## src/hdl/amfd_pkg.sv

```systemverilog
// ----------------------------------------------------------------------------
// amfd_pkg: shared types and constants of the actor message frame decoder
// Header layout, status codes, queue entry and result word.
// ----------------------------------------------------------------------------
package amfd_pkg;

  localparam int HEADER_BYTES = 50;

  // byte offsets of the little-endian header fields
  localparam logic [5:0] OFS_VERSION = 6'd0;
  localparam logic [5:0] OFS_TYPE    = 6'd1;
  localparam logic [5:0] OFS_FLAGS   = 6'd2;
  localparam logic [5:0] OFS_SNODE   = 6'd6;
  localparam logic [5:0] OFS_SACTOR  = 6'd14;
  localparam logic [5:0] OFS_SGEN    = 6'd22;
  localparam logic [5:0] OFS_TNODE   = 6'd26;
  localparam logic [5:0] OFS_TACTOR  = 6'd34;
  localparam logic [5:0] OFS_TGEN    = 6'd42;
  localparam logic [5:0] OFS_LENGTH  = 6'd46;
  localparam logic [5:0] HDR_END     = 6'(HEADER_BYTES);

  localparam logic [7:0] ENVELOPE_VERSION   = 8'd1;
  localparam logic [7:0] TYPE_ACTOR_MESSAGE = 8'd3;
  localparam int         FEATURE_REMOTE_BIT = 0;

  localparam logic [32:0] SEEN_MAX = {33{1'b1}};

  localparam int QUEUE_DEPTH = 4;
  localparam int QPTR_W      = $clog2(QUEUE_DEPTH);
  localparam int QCNT_W      = $clog2(QUEUE_DEPTH + 1);

  typedef enum logic [2:0] {
    ST_OK              = 3'd0,
    ST_TRUNCATED       = 3'd1,
    ST_BAD_VERSION     = 3'd2,
    ST_BAD_TYPE        = 3'd3,
    ST_LEN_MISMATCH    = 3'd4,
    ST_FEATURE_MISSING = 3'd5
  } status_e;

  // header fields, first field in the lowest bits
  typedef struct packed {
    logic [31:0] declared_length;
    logic [31:0] target_generation;
    logic [63:0] target_actor;
    logic [63:0] target_node;
    logic [31:0] sender_generation;
    logic [63:0] sender_actor;
    logic [63:0] sender_node;
    logic [31:0] flag_word;
  } hdr_t;

  // one queued job: a payload byte, a frame status, or both
  typedef struct packed {
    logic [7:0] data_byte;
    logic       has_payload;
    logic       has_status;
    status_e    status;
    hdr_t       hdr;
  } q_entry_t;

  // result word as it leaves on tdata, zero fill in the top bits
  typedef struct packed {
    logic [4:0] pad;
    hdr_t       hdr;
    status_e    status;
    logic [7:0] payload_byte;
  } result_t;

  localparam int RESULT_W = $bits(result_t);

endpackage

```

## src/hdl/amfd_front.sv

```systemverilog
// ----------------------------------------------------------------------------
// amfd_front: byte intake and classification
// Tracks the header position, assembles header fields, counts payload bytes
// and pushes payload and status jobs into the queue.
// ----------------------------------------------------------------------------
module amfd_front import amfd_pkg::*; (
  input  logic     clk_i,
  input  logic     rst_ni,
  input  logic     accept_i,
  input  logic     [7:0] data_byte_i,
  input  logic     frame_end_i,
  output logic     push_o,
  output q_entry_t entry_o
);

  logic [5:0]  pos_q, pos_d;
  logic [32:0] seen_q, seen_d;
  logic [7:0]  ver_q, ver_d;
  logic [7:0]  typ_q, typ_d;
  hdr_t        hdr_q, hdr_d;
  logic [5:0]  off;
  logic        in_header;
  status_e     status;

  always_comb begin
    pos_d     = pos_q;
    seen_d    = seen_q;
    ver_d     = ver_q;
    typ_d     = typ_q;
    hdr_d     = hdr_q;
    off       = '0;
    in_header = (pos_q < HDR_END);
    if (in_header) begin
      pos_d = pos_q + 6'd1;
      case (pos_q) inside
        OFS_VERSION: ver_d = data_byte_i;
        OFS_TYPE:    typ_d = data_byte_i;
        [OFS_FLAGS:OFS_SNODE - 6'd1]: begin
          off = pos_q - OFS_FLAGS;
          hdr_d.flag_word[{off[1:0], 3'b000} +: 8] = data_byte_i;
        end
        [OFS_SNODE:OFS_SACTOR - 6'd1]: begin
          off = pos_q - OFS_SNODE;
          hdr_d.sender_node[{off[2:0], 3'b000} +: 8] = data_byte_i;
        end
        [OFS_SACTOR:OFS_SGEN - 6'd1]: begin
          off = pos_q - OFS_SACTOR;
          hdr_d.sender_actor[{off[2:0], 3'b000} +: 8] = data_byte_i;
        end
        [OFS_SGEN:OFS_TNODE - 6'd1]: begin
          off = pos_q - OFS_SGEN;
          hdr_d.sender_generation[{off[1:0], 3'b000} +: 8] = data_byte_i;
        end
        [OFS_TNODE:OFS_TACTOR - 6'd1]: begin
          off = pos_q - OFS_TNODE;
          hdr_d.target_node[{off[2:0], 3'b000} +: 8] = data_byte_i;
        end
        [OFS_TACTOR:OFS_TGEN - 6'd1]: begin
          off = pos_q - OFS_TACTOR;
          hdr_d.target_actor[{off[2:0], 3'b000} +: 8] = data_byte_i;
        end
        [OFS_TGEN:OFS_LENGTH - 6'd1]: begin
          off = pos_q - OFS_TGEN;
          hdr_d.target_generation[{off[1:0], 3'b000} +: 8] = data_byte_i;
        end
        default: begin
          off = pos_q - OFS_LENGTH;
          hdr_d.declared_length[{off[1:0], 3'b000} +: 8] = data_byte_i;
        end
      endcase
    end else if (seen_q != SEEN_MAX) begin
      seen_d = seen_q + 33'd1;
    end
  end

  // status checks in priority order, on the state including this byte
  always_comb begin
    if (pos_d < OFS_SNODE) begin
      status = ST_TRUNCATED;
    end else if (ver_d != ENVELOPE_VERSION) begin
      status = ST_BAD_VERSION;
    end else if (typ_d != TYPE_ACTOR_MESSAGE) begin
      status = ST_BAD_TYPE;
    end else if (pos_d < HDR_END) begin
      status = ST_TRUNCATED;
    end else if (seen_d != {1'b0, hdr_d.declared_length}) begin
      status = ST_LEN_MISMATCH;
    end else if (!hdr_d.flag_word[FEATURE_REMOTE_BIT]) begin
      status = ST_FEATURE_MISSING;
    end else begin
      status = ST_OK;
    end
  end

  always_comb begin
    entry_o.data_byte   = data_byte_i;
    entry_o.has_payload = !in_header;
    entry_o.has_status  = frame_end_i;
    entry_o.status      = status;
    entry_o.hdr         = hdr_d;
    push_o              = accept_i && (!in_header || frame_end_i);
  end

  // clear everything after the frame's last byte
  always_ff @(posedge clk_i or negedge rst_ni) begin
    if (!rst_ni) begin
      pos_q  <= '0;
      seen_q <= '0;
      ver_q  <= '0;
      typ_q  <= '0;
      hdr_q  <= '0;
    end else if (accept_i) begin
      if (frame_end_i) begin
        pos_q  <= '0;
        seen_q <= '0;
        ver_q  <= '0;
        typ_q  <= '0;
        hdr_q  <= '0;
      end else begin
        pos_q  <= pos_d;
        seen_q <= seen_d;
        ver_q  <= ver_d;
        typ_q  <= typ_d;
        hdr_q  <= hdr_d;
      end
    end
  end

endmodule

```

## src/hdl/amfd_queue.sv

```systemverilog
// ----------------------------------------------------------------------------
// amfd_queue: job queue between front and back
// Small circular buffer of decoded jobs; lets intake and output stall apart.
// ----------------------------------------------------------------------------
module amfd_queue import amfd_pkg::*; (
  input  logic     clk_i,
  input  logic     rst_ni,
  input  logic     push_i,
  input  q_entry_t entry_i,
  input  logic     pop_i,
  output logic     full_o,
  output logic     head_valid_o,
  output q_entry_t head_o
);

  q_entry_t           mem_q [QUEUE_DEPTH];
  logic [QPTR_W-1:0]  wr_ptr_q, rd_ptr_q;
  logic [QCNT_W-1:0]  count_q, count_d;

  assign full_o       = (count_q == QCNT_W'(QUEUE_DEPTH));
  assign head_valid_o = (count_q != '0);
  assign head_o       = mem_q[rd_ptr_q];

  always_comb begin
    count_d = count_q;
    if (push_i && !pop_i) begin
      count_d = count_q + QCNT_W'(1);
    end else if (pop_i && !push_i) begin
      count_d = count_q - QCNT_W'(1);
    end
  end

  always_ff @(posedge clk_i or negedge rst_ni) begin
    if (!rst_ni) begin
      wr_ptr_q <= '0;
      rd_ptr_q <= '0;
      count_q  <= '0;
    end else begin
      count_q <= count_d;
      if (push_i) begin
        wr_ptr_q <= (wr_ptr_q == QPTR_W'(QUEUE_DEPTH - 1)) ? '0 : wr_ptr_q + QPTR_W'(1);
      end
      if (pop_i) begin
        rd_ptr_q <= (rd_ptr_q == QPTR_W'(QUEUE_DEPTH - 1)) ? '0 : rd_ptr_q + QPTR_W'(1);
      end
    end
  end

  always_ff @(posedge clk_i) begin
    if (push_i) begin
      mem_q[wr_ptr_q] <= entry_i;
    end
  end

  a_no_overflow: assert property (@(posedge clk_i) disable iff (!rst_ni)
    push_i |-> (!full_o || pop_i))
    else $error("queue push while full");

  a_no_underflow: assert property (@(posedge clk_i) disable iff (!rst_ni)
    pop_i |-> head_valid_o)
    else $error("queue pop while empty");

  a_count_bound: assert property (@(posedge clk_i) disable iff (!rst_ni)
    count_q <= QCNT_W'(QUEUE_DEPTH))
    else $error("queue count beyond depth");

endmodule

```

## src/hdl/amfd_back.sv

```systemverilog
// ----------------------------------------------------------------------------
// amfd_back: result generation
// Turns queued jobs into result words in an output register; a job with
// both a payload byte and a status yields the payload first.
// ----------------------------------------------------------------------------
module amfd_back import amfd_pkg::*; (
  input  logic                clk_i,
  input  logic                rst_ni,
  input  logic                head_valid_i,
  input  q_entry_t            head_i,
  output logic                pop_o,
  output logic                m_axis_tvalid,
  input  logic                m_axis_tready,
  output logic [RESULT_W-1:0] m_axis_tdata,
  output logic                m_axis_tlast
);

  logic    phase_q, phase_d;
  logic    out_valid_q, out_valid_d;
  logic    out_last_q, out_last_d;
  result_t out_q, out_d;
  logic    load;

  assign load = head_valid_i && (!out_valid_q || m_axis_tready);

  always_comb begin
    phase_d     = phase_q;
    out_last_d  = out_last_q;
    out_d       = out_q;
    pop_o       = 1'b0;
    out_valid_d = out_valid_q && !m_axis_tready;
    if (load) begin
      out_valid_d = 1'b1;
      if (head_i.has_payload && !phase_q) begin
        out_d              = '0;
        out_d.payload_byte = head_i.data_byte;
        out_last_d         = 1'b0;
        // hold the job when its status still has to follow
        phase_d            = head_i.has_status;
        pop_o              = !head_i.has_status;
      end else begin
        out_d        = '0;
        out_d.status = head_i.status;
        out_d.hdr    = head_i.hdr;
        out_last_d   = 1'b1;
        phase_d      = 1'b0;
        pop_o        = 1'b1;
      end
    end
  end

  always_ff @(posedge clk_i or negedge rst_ni) begin
    if (!rst_ni) begin
      phase_q     <= 1'b0;
      out_valid_q <= 1'b0;
    end else begin
      phase_q     <= phase_d;
      out_valid_q <= out_valid_d;
    end
  end

  always_ff @(posedge clk_i) begin
    out_q      <= out_d;
    out_last_q <= out_last_d;
  end

  assign m_axis_tvalid = out_valid_q;
  assign m_axis_tdata  = out_q;
  assign m_axis_tlast  = out_last_q;

  a_phase_needs_both: assert property (@(posedge clk_i) disable iff (!rst_ni)
    (phase_q && head_valid_i) |-> (head_i.has_payload && head_i.has_status))
    else $error("second phase on a job without payload and status");

  a_status_clears_phase: assert property (@(posedge clk_i) disable iff (!rst_ni)
    (load && phase_q) |=> (!phase_q && m_axis_tlast))
    else $error("status not emitted after payload half");

endmodule

```

## src/hdl/actor_message_frame_decoder_core.sv

```systemverilog
// ----------------------------------------------------------------------------
// actor_message_frame_decoder_core: actor message frame decoder, top level
// Front intake, job queue and result back end.
// ----------------------------------------------------------------------------
// The block takes one frame byte per cycle on s_axis, tlast on the frame's
// last byte. The 50-byte little-endian header is decoded in the intake
// stage; every byte after it leaves as a payload result (tlast low), and the
// last byte of a frame adds a status result (tlast high) carrying the header
// fields. Results leave from an output register, at most one per cycle, and
// only after their jobs are stored in the queue. A last byte that is also payload
// causes two results; a four-entry job queue absorbs these, so the intake
// runs at one byte per cycle until the output side stalls or the queue fills.
// There is no configuration and no clearing pass after reset.
module actor_message_frame_decoder_core import amfd_pkg::*; (
  input  logic                clk_i,
  input  logic                rst_ni,
  input  logic                s_axis_tvalid,
  output logic                s_axis_tready,
  input  logic [7:0]          s_axis_tdata,  // [7:0] data_byte
  input  logic                s_axis_tlast,  // frame_end
  output logic                m_axis_tvalid,
  input  logic                m_axis_tready,
  // [7:0] payload_byte, [10:8] status, [42:11] flag_word,
  // [106:43] sender_node, [170:107] sender_actor, [202:171] sender_generation,
  // [266:203] target_node, [330:267] target_actor, [362:331] target_generation,
  // [394:363] declared_length, [399:395] zero
  output logic [RESULT_W-1:0] m_axis_tdata,
  output logic                m_axis_tlast   // kind
);

  logic     accept;
  logic     push;
  logic     pop;
  logic     full;
  logic     head_valid;
  q_entry_t entry;
  q_entry_t head;

  assign s_axis_tready = !full;
  assign accept        = s_axis_tvalid && !full;

  amfd_front u_front (
    .clk_i       (clk_i),
    .rst_ni      (rst_ni),
    .accept_i    (accept),
    .data_byte_i (s_axis_tdata),
    .frame_end_i (s_axis_tlast),
    .push_o      (push),
    .entry_o     (entry)
  );

  amfd_queue u_queue (
    .clk_i        (clk_i),
    .rst_ni       (rst_ni),
    .push_i       (push),
    .entry_i      (entry),
    .pop_i        (pop),
    .full_o       (full),
    .head_valid_o (head_valid),
    .head_o       (head)
  );

  amfd_back u_back (
    .clk_i         (clk_i),
    .rst_ni        (rst_ni),
    .head_valid_i  (head_valid),
    .head_i        (head),
    .pop_o         (pop),
    .m_axis_tvalid (m_axis_tvalid),
    .m_axis_tready (m_axis_tready),
    .m_axis_tdata  (m_axis_tdata),
    .m_axis_tlast  (m_axis_tlast)
  );

endmodule

```

## config.mk

```make
export PLATFORM = sky130hd
export DESIGN_NAME = actor_message_frame_decoder_core
export DESIGN_NICKNAME = d
export VERILOG_FILES = /design/src/hdl/amfd_pkg.sv /design/src/hdl/amfd_front.sv /design/src/hdl/amfd_queue.sv /design/src/hdl/amfd_back.sv /design/src/hdl/actor_message_frame_decoder_core.sv
export SDC_FILE = /design/constraint.sdc
export NUM_CORES = 2
export LEC_CHECK = 0
export BUFFER_PORTS_ARGS = -buffer_cell sky130_fd_sc_hd__buf_2
export CELL_PAD_IN_SITES_DETAIL_PLACEMENT = 1
export CELL_PAD_IN_SITES_GLOBAL_PLACEMENT = 1
export CORE_AREA = 2 2 414 416
export CTS_CLUSTER_DIAMETER = 150
export DETAILED_ROUTE_END_ITERATION = 7
export DIE_AREA = 0 0 416 418
export HOLD_SLACK_MARGIN = 0.1
export PLACE_DENSITY_LB_ADDON = 0.1
export SETUP_SLACK_MARGIN = 0.05
export SYNTH_ARGS = -nofsm -noshare
export SYNTH_HDL_FRONTEND = slang
export SYNTH_SLANG_ARGS = --single-unit
```

## constraint.sdc

```tcl
create_clock -name clk_i -period 40 [get_ports clk_i]
set_input_delay 8 -clock clk_i [delete_from_list [all_inputs] [get_ports clk_i]]
set_output_delay 8 -clock clk_i [all_outputs]
set_load 0.01 [all_outputs]
```

## Word level (Yosys, flattened, before mapping)

Memories as Yosys holds them, arrays and structs flattened.
Index checks and enable logic that the tools add are counted.

| storage, ports and cells | value |
|---|---|
| register bits | 849 |
| RAM bits | 1,588 |
| input port bits | 13 |
| memories | 1 |

| operators by class | value |
|---|---|
| add/sub/neg operators | 22 |
| $lt $le $gt $ge | 17 |
| eq/ne operators | 8 |
| shifts and indexed selects | 16 |
| muxes and demuxes | 90 |
| reductions and logical operators | 27 |

Memories:

| memory | words | width | rd ports | clocked after Yosys merged registers in | write ports | RTL line | RTL |
|---|---|---|---|---|---|---|---|
| u_queue.mem_q | 4 | 397 | 1 | 0 | 1 | amfd_queue.sv:16 | `q_entry_t mem_q [QUEUE_DEPTH];` |

Operators by type and width:

| cell | count |
|---|---|
| two-way mux 64 bit | 24 |
| two-way mux 32 bit | 27 |
| two-way mux 384 bit | 2 |
| bitwise mux 64 bit | 4 |
| variable shift 8 x 8 -> 64 bit, first input constant | 4 |
| variable part select 8 x 8 -> 64 bit | 4 |
| bitwise mux 32 bit | 4 |
| variable shift 8 x 7 -> 32 bit, first input constant | 4 |
| variable part select 8 x 7 -> 32 bit | 4 |
| two-way mux 33 bit | 3 |
| two-way mux 8 bit | 7 |
| adder 33 x 1 -> 33 bit, second input constant | 1 |
| != test 33 x 32 -> 1 bit | 1 |
| != test 33 bit, second input constant | 1 |
| negator 6 -> 8 bit | 4 |
| negator 5 -> 7 bit | 4 |
| two-way mux 3 bit | 8 |
| less-or-equal comparator 6 bit, second input constant | 3 |
| logical AND 1 bit | 14 |
| >= comparator 6 x 5 -> 1 bit, second input constant | 2 |
| >= comparator 6 bit, second input constant | 2 |
| less-or-equal comparator 6 x 5 -> 1 bit, second input constant | 2 |
| less-than comparator 6 bit, second input constant | 2 |
| two-way mux 6 bit | 2 |
| 25 further kinds | 47 |

## Depth between registers and ports, before layout

| logic depth | value |
|---|---|
| depth in word-level cells | 20 |
| gate-level depth with buffers | 17 |
| gate-level depth less buffers | 13 |

## Modules after synthesis

Synthesis repeated with hierarchy kept, for this count alone.

| second synthesis, totals | value |
|---|---|
| cells, all modules | 5,157 |
| area, all modules | 95,372.7 µm² |

Modules (own cells, without submodules):

| module | times used | cells an instance | area an instance (µm²) | sequential area each (µm²) |
|---|---|---|---|---|
| amfd_queue | 1 | 2,111 | 57,602.7 | 47,860.9 |
| amfd_front | 1 | 2,193 | 22,806.9 | 10,985.5 |
| amfd_back | 1 | 851 | 14,953.1 | 11,941.5 |
| actor_message_frame_decoder_core | 1 | 2 | 10.0 | 0.0 |

## Worst setup path before layout

Ideal clock, no wire load.

| path | value |
|---|---|
| kind | input port to flip-flop |
| start | input m_axis_tready |
| end | register u_queue.count_q[1] |
| setup time | 125 ps |
| data arrival time | 31,507 ps |
| data required time | 39,875 ps |
| path slack | 8,368 ps |
| cell stages on the path | 7 |
| cells stage by stage | inv_1 -> a21oi_1 -> nand2_1 -> ha_1 -> inv_1 -> fa_1 -> mux2_2 |

| on the way | value |
|---|---|
| word-level cells in the longest chain between the ends | 6 |

RTL lines:

| item | RTL line | RTL |
|---|---|---|
| start, declared | actor_message_frame_decoder_core.sv:22 | `input logic m_axis_tready,` |
| logical OR 1 bit | amfd_back.sv:24 | `assign load = head_valid_i && (!out_valid_q \|\| m_axis_tready);` |
| logical AND 1 bit | amfd_back.sv:24 |  |
| net u_back.load | amfd_back.sv:22 | `logic load;` |
| two-way mux 1 bit | amfd_back.sv:32 | `if (load) begin` |
| logical NOT 1 bit | amfd_queue.sv:26 | `if (push_i && !pop_i) begin` |
| logical AND 1 bit | amfd_queue.sv:26 |  |
| two-way mux 3 bit | amfd_queue.sv:26 |  |
| net u_queue.count_d[1] | amfd_queue.sv:18 | `logic [QCNT_W-1:0] count_q, count_d;` |
| end signal, assigned | amfd_queue.sv:39 | `count_q <= count_d;` |
| end, declared | amfd_queue.sv:18 |  |

The timed path passes the listed nets, and every way through them passes these cells.
A chain may end at the register's enable or synchronous reset.

## Final worst setup path

| path | value |
|---|---|
| start | input s_axis_tvalid |
| end | memory u_queue.mem_q[1][349] in the netlist's numbering, enable pin |

| on the way | value |
|---|---|
| word-level cells in the longest chain between the ends | 4 |

RTL lines:

| item | RTL line | RTL |
|---|---|---|
| start, declared | actor_message_frame_decoder_core.sv:17 | `input logic s_axis_tvalid,` |
| logical AND 1 bit | actor_message_frame_decoder_core.sv:40 | `assign accept = s_axis_tvalid && !full;` |
| logical AND 1 bit | amfd_front.sv:101 | `push_o = accept_i && (!in_header \|\| frame_end_i);` |
| net push | actor_message_frame_decoder_core.sv:32 | `logic push;` |
| two-way mux 1 bit | amfd_queue.sv:50 | `if (push_i) begin` |
| two-way mux 1 bit (not written as such) | amfd_queue.sv:51 | `mem_q[wr_ptr_q] <= entry_i;` |
| end, declared | amfd_queue.sv:16 |  |

The timed path passes the listed nets, and every way through them passes these cells.

==> summary.md <==
| Metric | Value |
|---|---|
| Final TNS setup | `0 ns` |
| CP required | `40.50 ns` |
| GRT overflow | `0` |
| Placeable Area | `169100 um^2` |
| Leakage | `0.03962 uW` |
| Die Area | `173900 um^2` |
| Rows | `151` |
| Max Root-Sink Buffers | `3` |
| Max transition margin | `0.01591` |
| DRT Wirelength | `259800 um` |
| Htree depth | `4` |
| Synth Cell Area | `95840 um^2` |
| Clock latency on the worst-skew pair | `0.90 ns` |
| Worst Max-Slew Pin Slew | `1.471 ns` |
| Fin. max-slew vios | `0` |
| Wire per inst | `32.11 um` |
| Root buffer cell | `clkbuf_16` |
| DRT iter0 DRCs | `4933` |
| Post-cts resize count | `0` |
| Post-synth EDFFs | `1984` |
| DP HPWL | `161200 um` |
| Max VDD drop | `0.06819 mV` |
| Area delta synth->final | `13.00%` |
| Initial antenna violation count | `15` |
| Post-CTS Setup Bufs | `0` |
| Cts bufs inserted | `235` |
| First-pass GRT wire length | `382900 um` |
| Final #Nets | `5679` |
| Initial DRT Pass Iterations | `7` |
| Post-Syn Instances | `5213` |
| Sinks on Clock Net | `2432` |
| Most common cell after layout, fill and taps aside | `edfxtp_1` |
| Syn_area_per_cell | `18.38 um^2` |
| Final hold vios | `0` |
| Commonest non-fill, non-tap cells in the layout | `1984 x edfxtp_1, 445 x dfrtp_1, 426 x and2_1` |
| Hold Path Class | `register to register` |
| CTS Hold Bufs | `0` |
| Sequential element share of the synthesized area | `0.7386` |
| Status | `completed` |
| Vias per Instance | `6.390` |
| Fin crit share | `0.3183` |
| Clk_skew | `0.05232 ns` |
| Power per cell area | `71.80 nW/um^2` |
| Crit end category | `register` |
| IO buf count | `410` |
| RSZ-0062 raised after global routing | `no` |
| Max-Cap Viols | `0` |
| Antenna Nets Post-Route | `0` |
| Hold WS | `0.4776 ns` |
| Unique masters post-synth | `82` |
| Startpoint Class | `primary input` |
| Setup CP Type | `primary input to register` |
| Pin count of the biggest net entering global routing | `148` |
| Ys async rst share | `0.1842` |
| Seq cells post-synth | `2432` |
| Die X-Extent | `416 um` |
| DRC Markers | `0` |
| Post-synth top flop | `edfxtp_1` |
| I/O Pins | `416` |
| GR Util All Layers | `0.3024` |
| Proportion of layout cells with a drive suffix above 1 | `0.2770` |
| Gp weighted congestion | `0.8950` |
| Initial core utilization | `0.5668` |
| Finish-stage setup viols | `0` |
| Ys Warns | `0` |
| Vias in the first global route | `54210` |
| Clk slew on worst S/H paths | `0.06 ns` |
| Critical Path AT | `13.23 ns` |
| CTS tree | `done` |
| Via count | `51710` |
| Die Span Y | `418 um` |
| Max Fclk | `78.55 MHz` |
| Min Tclk post-route | `12.73 ns` |
| Max FO, Critical Path | `60` |
-- cells in the mapped netlist (all sizes together) (5+ instances only) --
library cell | number | area share
clkbuf | 261 | 0.010
xnor2 | 35 | 0.0032
nand2 | 195 | 0.0076
o21ai | 117 | 0.0061
a22oi | 10 | 0.00078
o31ai | 15 | 0.0012
edfxtp | 1984 | 0.62
nand3 | 34 | 0.0018
a21oi | 33 | 0.0018
nand4 | 28 | 0.0019
and4 | 9 | 0.00082
a31oi | 9 | 0.00059
buf | 52 | 0.0024
nor2 | 134 | 0.0053
and3 | 38 | 0.0025
and2 | 430 | 0.028
a211oi | 6 | 0.00047
o2111ai | 6 | 0.00055
nand2b | 8 | 0.00052
nor4b | 5 | 0.00046
or2 | 5 | 0.00033
o2bb2ai | 5 | 0.00046
mux4 | 396 | 0.093
nor4 | 21 | 0.0015
o21a | 5 | 0.00039
ha | 18 | 0.0023
inv | 61 | 0.0024
dfrtp | 448 | 0.12
nor2b | 25 | 0.0016
a22o | 363 | 0.033
nor3 | 28 | 0.0017
o22ai | 10 | 0.00065
o211ai | 5 | 0.00039
mux2i | 35 | 0.0037
xor2 | 13 | 0.0012
mux2 | 313 | 0.037
-- registers in the layout (all words and copies together), names as in the netlist --
| name | flops |
|---|---|
| u_back.phase_q | 1 |
| u_front.ver_q | 8 |
| u_front.typ_q | 8 |
| u_queue.rd_ptr_q | 2 |
| u_back.m_axis_tdata | 395 |
| u_front.hdr_q | 384 |
| u_front.seen_q | 33 |
| u_front.pos_q | 6 |
| u_queue.mem_q | 1588 |
| u_queue.count_q | 3 |
| u_queue.wr_ptr_q | 2 |
| u_back.m_axis_tvalid | 1 |
| u_back.m_axis_tlast | 1 |
-- per-stage QoR --
step	instance area, um^2	cells	setup slack, ns	util	total power [uW]
detailed placement	100400	7628	26.34	0.5935	5580
floorplan	95850	5217	8.368	-	4807
finish	108300	8092	27.27	0.6405	7776
global placement	100400	7628	26.45	0.5935	5528
global route	108300	8081	26.97	0.6403	8054
CTS	108300	8078	27.28	0.6403	7843
-- routing by layer --
metal	up-vias	global-route usage	wire length, um
met5	-	0	13
met1	27900	0.4218	105800
met3	388	0.05303	17040
li1	21420	-	-
met2	1998	0.4866	127900
met4	2	0.1071	9086
-- power by group --
group / leakage [uW] / switching, uW / total [uW] / internal (uW)
Clock: 0.00388 / 979 / 2260 / 1280
Sequential: 0.0250 / 179 / 3440 / 3260
Combinational: 0.0108 / 1310 / 2070 / 762
-- worst max-delay path: stages --
cell     delay, ns
buf_2         0.12
nand2_4       0.37
nor2_1        0.63
and2_4        0.68
buf_4         0.78
buf_4         0.75
buf_4         0.82
buf_4         0.81
-- final cells by class --
class / count / area, um^2
inverter: 61 / 236.5
clock inverter: 135 / 1370
multi-input combinational: 2411 / 23690
antenna: 14 / 35.03
sequential: 2432 / 70800
fill: 14180 / 60790
clock buffer: 315 / 6536
tap: 2218 / 2775
timing repair buffer: 506 / 2858
-- worst paths after layout --
kind	start	endpoint	slack (ns)	depth (start not counted)
setup reg to reg	u_front.pos_q[3]$_DFFE_PN0P_	u_queue.mem_q[1][349]$_DFFE_PP_	33.43	9
max in group asynchronous	rst_ni	u_front.pos_q[0]$_DFFE_PN0P_	30.31	3
hold / removal	u_front.hdr_q[373]$_DFFE_PN0P_	u_front.hdr_q[373]$_DFFE_PN0P_	0.48	2
hold reg to reg	u_front.hdr_q[373]$_DFFE_PN0P_	u_front.hdr_q[373]$_DFFE_PN0P_	0.48	2
min in group asynchronous	rst_ni	u_front.hdr_q[210]$_DFFE_PN0P_	7.10	1
setup / recovery	s_axis_tvalid	u_queue.mem_q[1][349]$_DFFE_PP_	27.27	8
-- logic make-up after synthesis --
logic type / count (synthesis) / synth area share
flops: 2432 / 0.7386
simple gates: 979 / 0.05575
mux: 744 / 0.1335
compound gates: 615 / 0.04988
buf+inv: 374 / 0.01505
xor+xnor: 49 / 0.004621
fa+ha+maj: 19 / 0.002559
other cells: 1 / 0.00003913
No activity file was read; power rests on OpenSTA's default activity.
